==> config.mk <==
export PLATFORM = sky130hd
export DESIGN_NAME = pcc_ctrl
export DESIGN_NICKNAME = d
export VERILOG_FILES = /design/src/rtl/pcc_pkg.sv /design/src/rtl/pcc_ctrl.sv
export SDC_FILE = /design/constraint.sdc
export NUM_CORES = 1
export LEC_CHECK = 0
export ABC_CLOCK_PERIOD_IN_PS = 2200
export BUFFER_PORTS_ARGS = -buffer_cell sky130_fd_sc_hd__buf_4
export CORE_MARGIN = 1
export CORE_UTILIZATION = 40
export DETAILED_ROUTE_END_ITERATION = 10
export PLACE_DENSITY_LB_ADDON = 0.1
export SLEW_MARGIN = 25
export SYNTH_ARGS = -nofsm -noshare
export SYNTH_HDL_FRONTEND = slang
export SYNTH_SLANG_ARGS = --single-unit
==> constraint.sdc <==
create_clock -name clk -period 2.2 [get_ports clk]
set_clock_uncertainty 0.1 [all_clocks]
set_input_delay 0.44 -clock clk [delete_from_list [all_inputs] [get_ports clk]]
set_output_delay 0.44 -clock clk [all_outputs]
set_load 0.01 [all_outputs]
==> src/rtl/pcc_pkg.sv <==
// pcc_pkg: shared types and constants for the pearson correlation block
// no dependencies; imported by the ctrl, datapath and top-level rtl modules of the block
`default_nettype none
package pcc_pkg;

  // op codes carried in tuser of the input channel
  localparam logic [1:0] OP_LOAD_A = 2'd0;
  localparam logic [1:0] OP_LOAD_B = 2'd1;
  localparam logic [1:0] OP_QUERY  = 2'd2;

  localparam int ONE_Q14   = 16384;
  localparam int MUL_SHIFT = 15;
  localparam int CORR_BITS = 16;
  localparam int SRCH_BITS = 15;
  localparam int COL_BITS  = 4;
  localparam int ROW_BITS  = 8;
  localparam int RC_BITS   = 9;

  typedef enum logic [3:0] {
    S_IDLE,
    S_READ,
    S_DRAIN,
    S_MLOAD,
    S_MRUN,
    S_MSTORE,
    S_NEXT,
    S_PREP,
    S_FINISH
  } state_t;

  // products worked out by the serial multiplier, in order
  typedef enum logic [3:0] {
    ST_NSXX,
    ST_SXSQ,
    ST_NSYY,
    ST_SYSQ,
    ST_NSXY,
    ST_SXSY,
    ST_LHS,
    ST_DEN,
    ST_SRCH
  } step_t;

  typedef struct packed {
    logic  start;
    logic  rd;
    logic  mul_load;
    logic  mul_store;
    logic  prep;
    logic  res_load;
    step_t step;
  } cmd_t;

  typedef struct packed {
    logic last_row;
    logic pipe_busy;
    logic mul_busy;
    logic var_zero;
    logic search_done;
  } sts_t;

endpackage
`default_nettype wire

==> src/rtl/pcc_ctrl.sv <==
// pcc_ctrl: sequencer for one query (row walk, product steps, search, result)
// depends on pcc_pkg (state_t, step_t, cmd_t, sts_t, op codes)
`default_nettype none
module pcc_ctrl (
  input  wire logic          clk,
  input  wire logic          rst,
  input  wire logic          s_tvalid,
  input  wire logic [1:0]    op,
  output logic               s_tready,
  output logic               m_tvalid,
  input  wire logic          m_tready,
  output pcc_pkg::cmd_t      cmd,
  input  wire pcc_pkg::sts_t sts
);
  import pcc_pkg::*;

  state_t state, state_next;
  step_t  step, step_next;

  always_ff @(posedge clk) begin
    if (rst) begin
      state <= S_IDLE;
      step  <= ST_NSXX;
    end else begin
      state <= state_next;
      step  <= step_next;
    end
  end

  always_comb begin
    state_next = state;
    step_next  = step;
    case (state)
      S_IDLE: begin
        if (s_tvalid && op == OP_QUERY) begin
          state_next = S_READ;
          step_next  = ST_NSXX;
        end
      end
      S_READ:   if (sts.last_row) state_next = S_DRAIN;
      S_DRAIN:  if (!sts.pipe_busy) state_next = S_MLOAD;
      S_MLOAD:  state_next = S_MRUN;
      S_MRUN:   if (!sts.mul_busy) state_next = S_MSTORE;
      S_MSTORE: state_next = S_NEXT;
      S_NEXT: begin
        case (step)
          ST_SYSQ: begin
            if (sts.var_zero) begin
              state_next = S_FINISH;
            end else begin
              state_next = S_MLOAD;
              step_next  = ST_NSXY;
            end
          end
          ST_DEN, ST_SRCH: begin
            state_next = S_PREP;
            step_next  = ST_SRCH;
          end
          default: begin
            state_next = S_MLOAD;
            step_next  = step_t'(step + 4'd1);
          end
        endcase
      end
      S_PREP:   state_next = sts.search_done ? S_FINISH : S_MLOAD;
      S_FINISH: if (!m_tvalid || m_tready) state_next = S_IDLE;
      default:  state_next = S_IDLE;
    endcase
  end

  always_comb begin
    cmd          = '0;
    cmd.step     = step;
    s_tready     = 1'b0;
    case (state)
      S_IDLE: begin
        s_tready  = 1'b1;
        cmd.start = s_tvalid && op == OP_QUERY;
      end
      S_READ:   cmd.rd = 1'b1;
      S_MLOAD:  cmd.mul_load = 1'b1;
      S_MSTORE: cmd.mul_store = 1'b1;
      S_PREP:   cmd.prep = !sts.search_done;
      S_FINISH: cmd.res_load = !m_tvalid || m_tready;
      default:  cmd.step = step;
    endcase
  end

  always_ff @(posedge clk) begin
    if (rst) begin
      m_tvalid <= 1'b0;
    end else if (cmd.res_load) begin
      m_tvalid <= 1'b1;
    end else if (m_tready) begin
      m_tvalid <= 1'b0;
    end
  end

  a_rise_from_finish: assert property (@(posedge clk) disable iff (rst)
    $rose(m_tvalid) |-> $past(state) == S_FINISH)
    else $error("result raised outside finish");
  a_mul_done: assert property (@(posedge clk) disable iff (rst)
    (state == S_MRUN && !sts.mul_busy) |=> state == S_MSTORE)
    else $error("multiply did not complete");
  a_no_overwrite: assert property (@(posedge clk) disable iff (rst)
    cmd.res_load |-> (!m_tvalid || m_tready))
    else $error("pending result overwritten");

endmodule
`default_nettype wire

## Word-level counts from Yosys, hierarchy flattened

Cells that the tools add are included.

- Bits of input ports: 11
- Output and inout bits: 12
- Register bits: 9

- Add/sub/neg operators: 1
- Reductions and logical operators: 10
- Eq/ne operators: 18
- Mux-type cells: 22

Operator list:

| cell | number |
|---|---|
| $mux W4 | 9 |
| $pmux W4 S9 | 1 |
| $pmux W4 S2 | 3 |
| $eq A4 B3 Y1 const B | 5 |
| $eq A4 B2 Y1 const B | 3 |
| $ne A2 B2 Y1 const B | 5 |
| $mux W1 | 9 |
| $eq A4 B4 Y1 const B | 2 |
| $reduce_and A5 Y1 | 1 |
| $add A4 B1 Y4 const B | 1 |
| $eq A4 B1 Y1 const B | 1 |
| $logic_not A4 Y1 | 1 |
| $reduce_bool A2 Y1 | 2 |
| $ne A3 B3 Y1 const B | 1 |
| $reduce_and A3 Y1 | 1 |
| $eq A2 B2 Y1 const B | 1 |
| $logic_not A1 Y1 | 2 |
| $reduce_or A2 Y1 | 1 |
| $logic_and A1 B1 Y1 | 1 |
| $logic_or A1 B1 Y1 | 1 |

## Logic depth before layout (Yosys ltp)

- Depth in word-level cells: 4
- Mapped depth: 6
- Mapped depth without buffers: 6

## Worst setup path before layout

Ideal clock, no wire load.

- Path type: register -> register
- From: reg state[2]
- To: reg step[2]
- Setup time: 71 ps
- Arrival time: 1,610 ps
- Data required time: 2,029 ps
- Stages on the path, launching flop included: 6
- Slack: 420 ps
- Path through: dfxtp_1 buf_6 or4_4 o22a_1 or3_1 a21oi_1

- Cells in the longest elaborated chain, start to end: 3
- Elaborated cells between the ends (all ways): 7

Ends and longest elaborated chain:

| element | RTL line | text |
|---|---|---|
| from (decl) | pcc_ctrl.sv:17 | `state_t state, state_next;` |
| from (signal assigned) | pcc_ctrl.sv:25 | `state <= state_next;` |
| $eq A4 B3 Y1 / $logic_not A4 Y1 (equally long branches) | pcc_ctrl.sv:33 | `case (state)` |
| $ne A3 B3 Y1 (no source line) (tied with other cells) | - |  |
| $reduce_and A3 Y1 (no source line) | - |  |
| to (signal assigned) | pcc_ctrl.sv:26 | `step <= step_next;` |
| to (decl) | pcc_ctrl.sv:18 | `step_t step, step_next;` |

Several ways; a longest one is shown, not always the timed one.
A chain may end at the register's enable or synchronous reset.

==> out/qor.yml <==
power.leakage_nw: 0.351
rsz0062_at_grt: "false"
drive_gt1_frac: 0.284
path_cells: "or4_4 > nor2_1 > buf_4"
cp_top_family: "simple AND/OR/NAND/NOR gates"
pre_cts_ws_ps: 354
slew_viol_final: 0
synth_largest_area_cell: "dfxtp_1"
finalCritPeriodShare: 0.903
postSynthAreaPerCell_sq_um: 7.84
syn_nets: 92
maxCapViolations: 0
dieHeight_microns: 41.4
async_flop_share: 0
ant_nets: 0
synth-main-ff-cell: "dfxtp_1"
clk_pin_slew_ps: 70
ctsHoldBuffers: 0
cts.htree.levels: 1
place_area_sq_um: 788
status: "completed"
diodes: 0
worstSkewPairLatency_ps: 260
seq_area_frac_synth: 0.291
start_util: 0.453
cts_resized: 0
final_util: 0.596
cts-root-buf: "clkbuf_4"
cp_slowest_stage_delay_ps: 520
synth_top_area_frac: 0.291
total_power_uw: 357
drcViolationCount: 0
avgRoutedWirePerCell_microns: 12.2
critical_path.max_fanout: 10
via_per_inst: 5.61
globalplace.congestion: 0.812
cts_buffers: 3
cts_tree: "yes"
cts_buffer_depth: 2
final_cell_count_no_fill: 117
hold_viol: 0
setup_ws_ps: 213
fin_setup_tns_ps: 0
io_buffers: 22
worstSetupEndpointType: "output port"
antenna_found_initial: 0
drt-total-wl_microns: 1430
rows: 13
final_area_sq_um: 815
synth_cell_types: 34
place_inst: 113
worstMarginPinSlew_ps: 366
grt_pass1_vias: 516
powerDensity_nw_per_um2: 438
hpwl_microns: 1060
vdd_ir_drop_max_uv: 346
synth_edf_count: 0
nets: 116
path_class: "reg2out"
start_kind: "flip-flop"
yosys_warnings: 0
hold_class: "in2reg"
ys_ff_latch: 9
syn_inst: 79
cts_setup_buffers: 0
die_w_microns: 41.4
clock.fmax_mhz: 503
firstDrtPassIters: 4
drtIter0Drc: 8
overflow: 0
core_sq_um: 1370
area_growth_pct: 31.5
slew_headroom: 0.755
cts.sinks: 9
arrival_ps: 1450
synth_area_sq_um: 619
num_io_pins: 23
vias: 656
grt_start_max_net_pins: 15
critical_path_buf_inv_count: 1
die_area_sq_um: 1710
slowest_stage: "or4_4"
holdWs_ps: 321
synth_area_leaders: "dfxtp_1, nor2_1, a21oi_1"
grt_pass1_wl_microns: 2200
grtUsageTotal: 0.204
setup_violations: 0
period_needed_ps: 1990
worstPathRequired_ps: 1660
## Yosys cell counts, drive strengths merged, types with 2 or more instances
cell type   n
nor2       10
dfxtp       9
a21oi       7
nor3        6
inv         4
nand2       4
o21ai       4
buf         3
mux2i       3
nand2b      3
nand3b      3
a31oi       2
ha          2
nor2b       2
## logic make-up (layout without fill, tap and decap cells)
group | Yosys count | in the layout | share of synthesized area
adder cells (fa/ha/maj) | 2 | 2 | 0.0404
AND/OR/NAND/NOR | 35 | 35 | 0.325
buffers and inverters | 8 | 31 | 0.0606
AO/OA/AOI/OAI | 22 | 22 | 0.234
multiplexers | 3 | 3 | 0.0485
flip-flops | 9 | 9 | 0.291
## cell type report
class | count | area (sq um)
timing repair buffer | 23 | 173
sequential | 9 | 180
tap | 15 | 18.8
inverter | 4 | 15.0
clock buffer | 4 | 26.3
fill | 139 | 552
multi-input combinational | 62 | 402
## state kept, by name (all words and copies together) (netlist names)
signal and flops:
m_tvalid 1, step 4, state 4
## routing by layer
metal / part of all wire / vias to the layer above / track usage
met4: 0 / 0 / 0.0726
met3: 0.045 / 0 / 0.0798
met5: 0 / - / 0
li1: - / 339 / -
met2: 0.48 / 19 / 0.332
met1: 0.48 / 298 / 0.243
## worst register-to-register path: stages (launching register included)
cell     delay, ps
dfxtp_1        410
or4_4          520
o22a_1         290
or3_1          370
a21oi_1        130
## power by group
group	internal, mW	switching, mW	leakage [nW]
Sequential	0.165	0.00495	0.0726
Clock	0.0702	0.0642	0.0150
Combinational	0.0292	0.0234	0.263
Total	0.264	0.0926	0.351
## worst paths after layout
path                  from  endpoint  slack (ps)  cells after the start
hold / removal         rst  m_tvalid         320                      2
setup reg to reg  state[2]   step[2]         330                      4
setup / recovery  state[2]    cmd[9]         210                      3
hold reg to reg   m_tvalid  m_tvalid         420                      2
## layout by cell type, fill, tap and decap left out
cell	netlist	routed
a41oi_1	1	1
and4bb_2	1	1
a211oi_1	1	1
nor2b_1	2	2
or4_4	1	1
a22oi_1	1	1
a32o_1	1	1
o22a_1	1	1
clkbuf_1	1	1
nand2b_1	3	3
a21oi_1	7	7
mux2i_1	3	3
dfxtp_1	9	9
inv_1	3	3
o32ai_1	1	1
inv_2	1	1
nand4bb_1	1	1
nand3b_1	3	3
nor4bb_1	1	1
ha_1	2	2
nand2_1	4	4
a21o_1	1	1
clkbuf_4	0	3
and3b_1	1	1
nor2_1	10	10
a31oi_1	2	2
nor3_1	6	6
or3_1	1	1
nand3_1	1	1
o32a_1	1	1
buf_4	0	23
o21ai_0	2	2
o21ai_1	2	2
o2bb2ai_1	1	1
No activity file was read; power rests on OpenSTA's default activity.
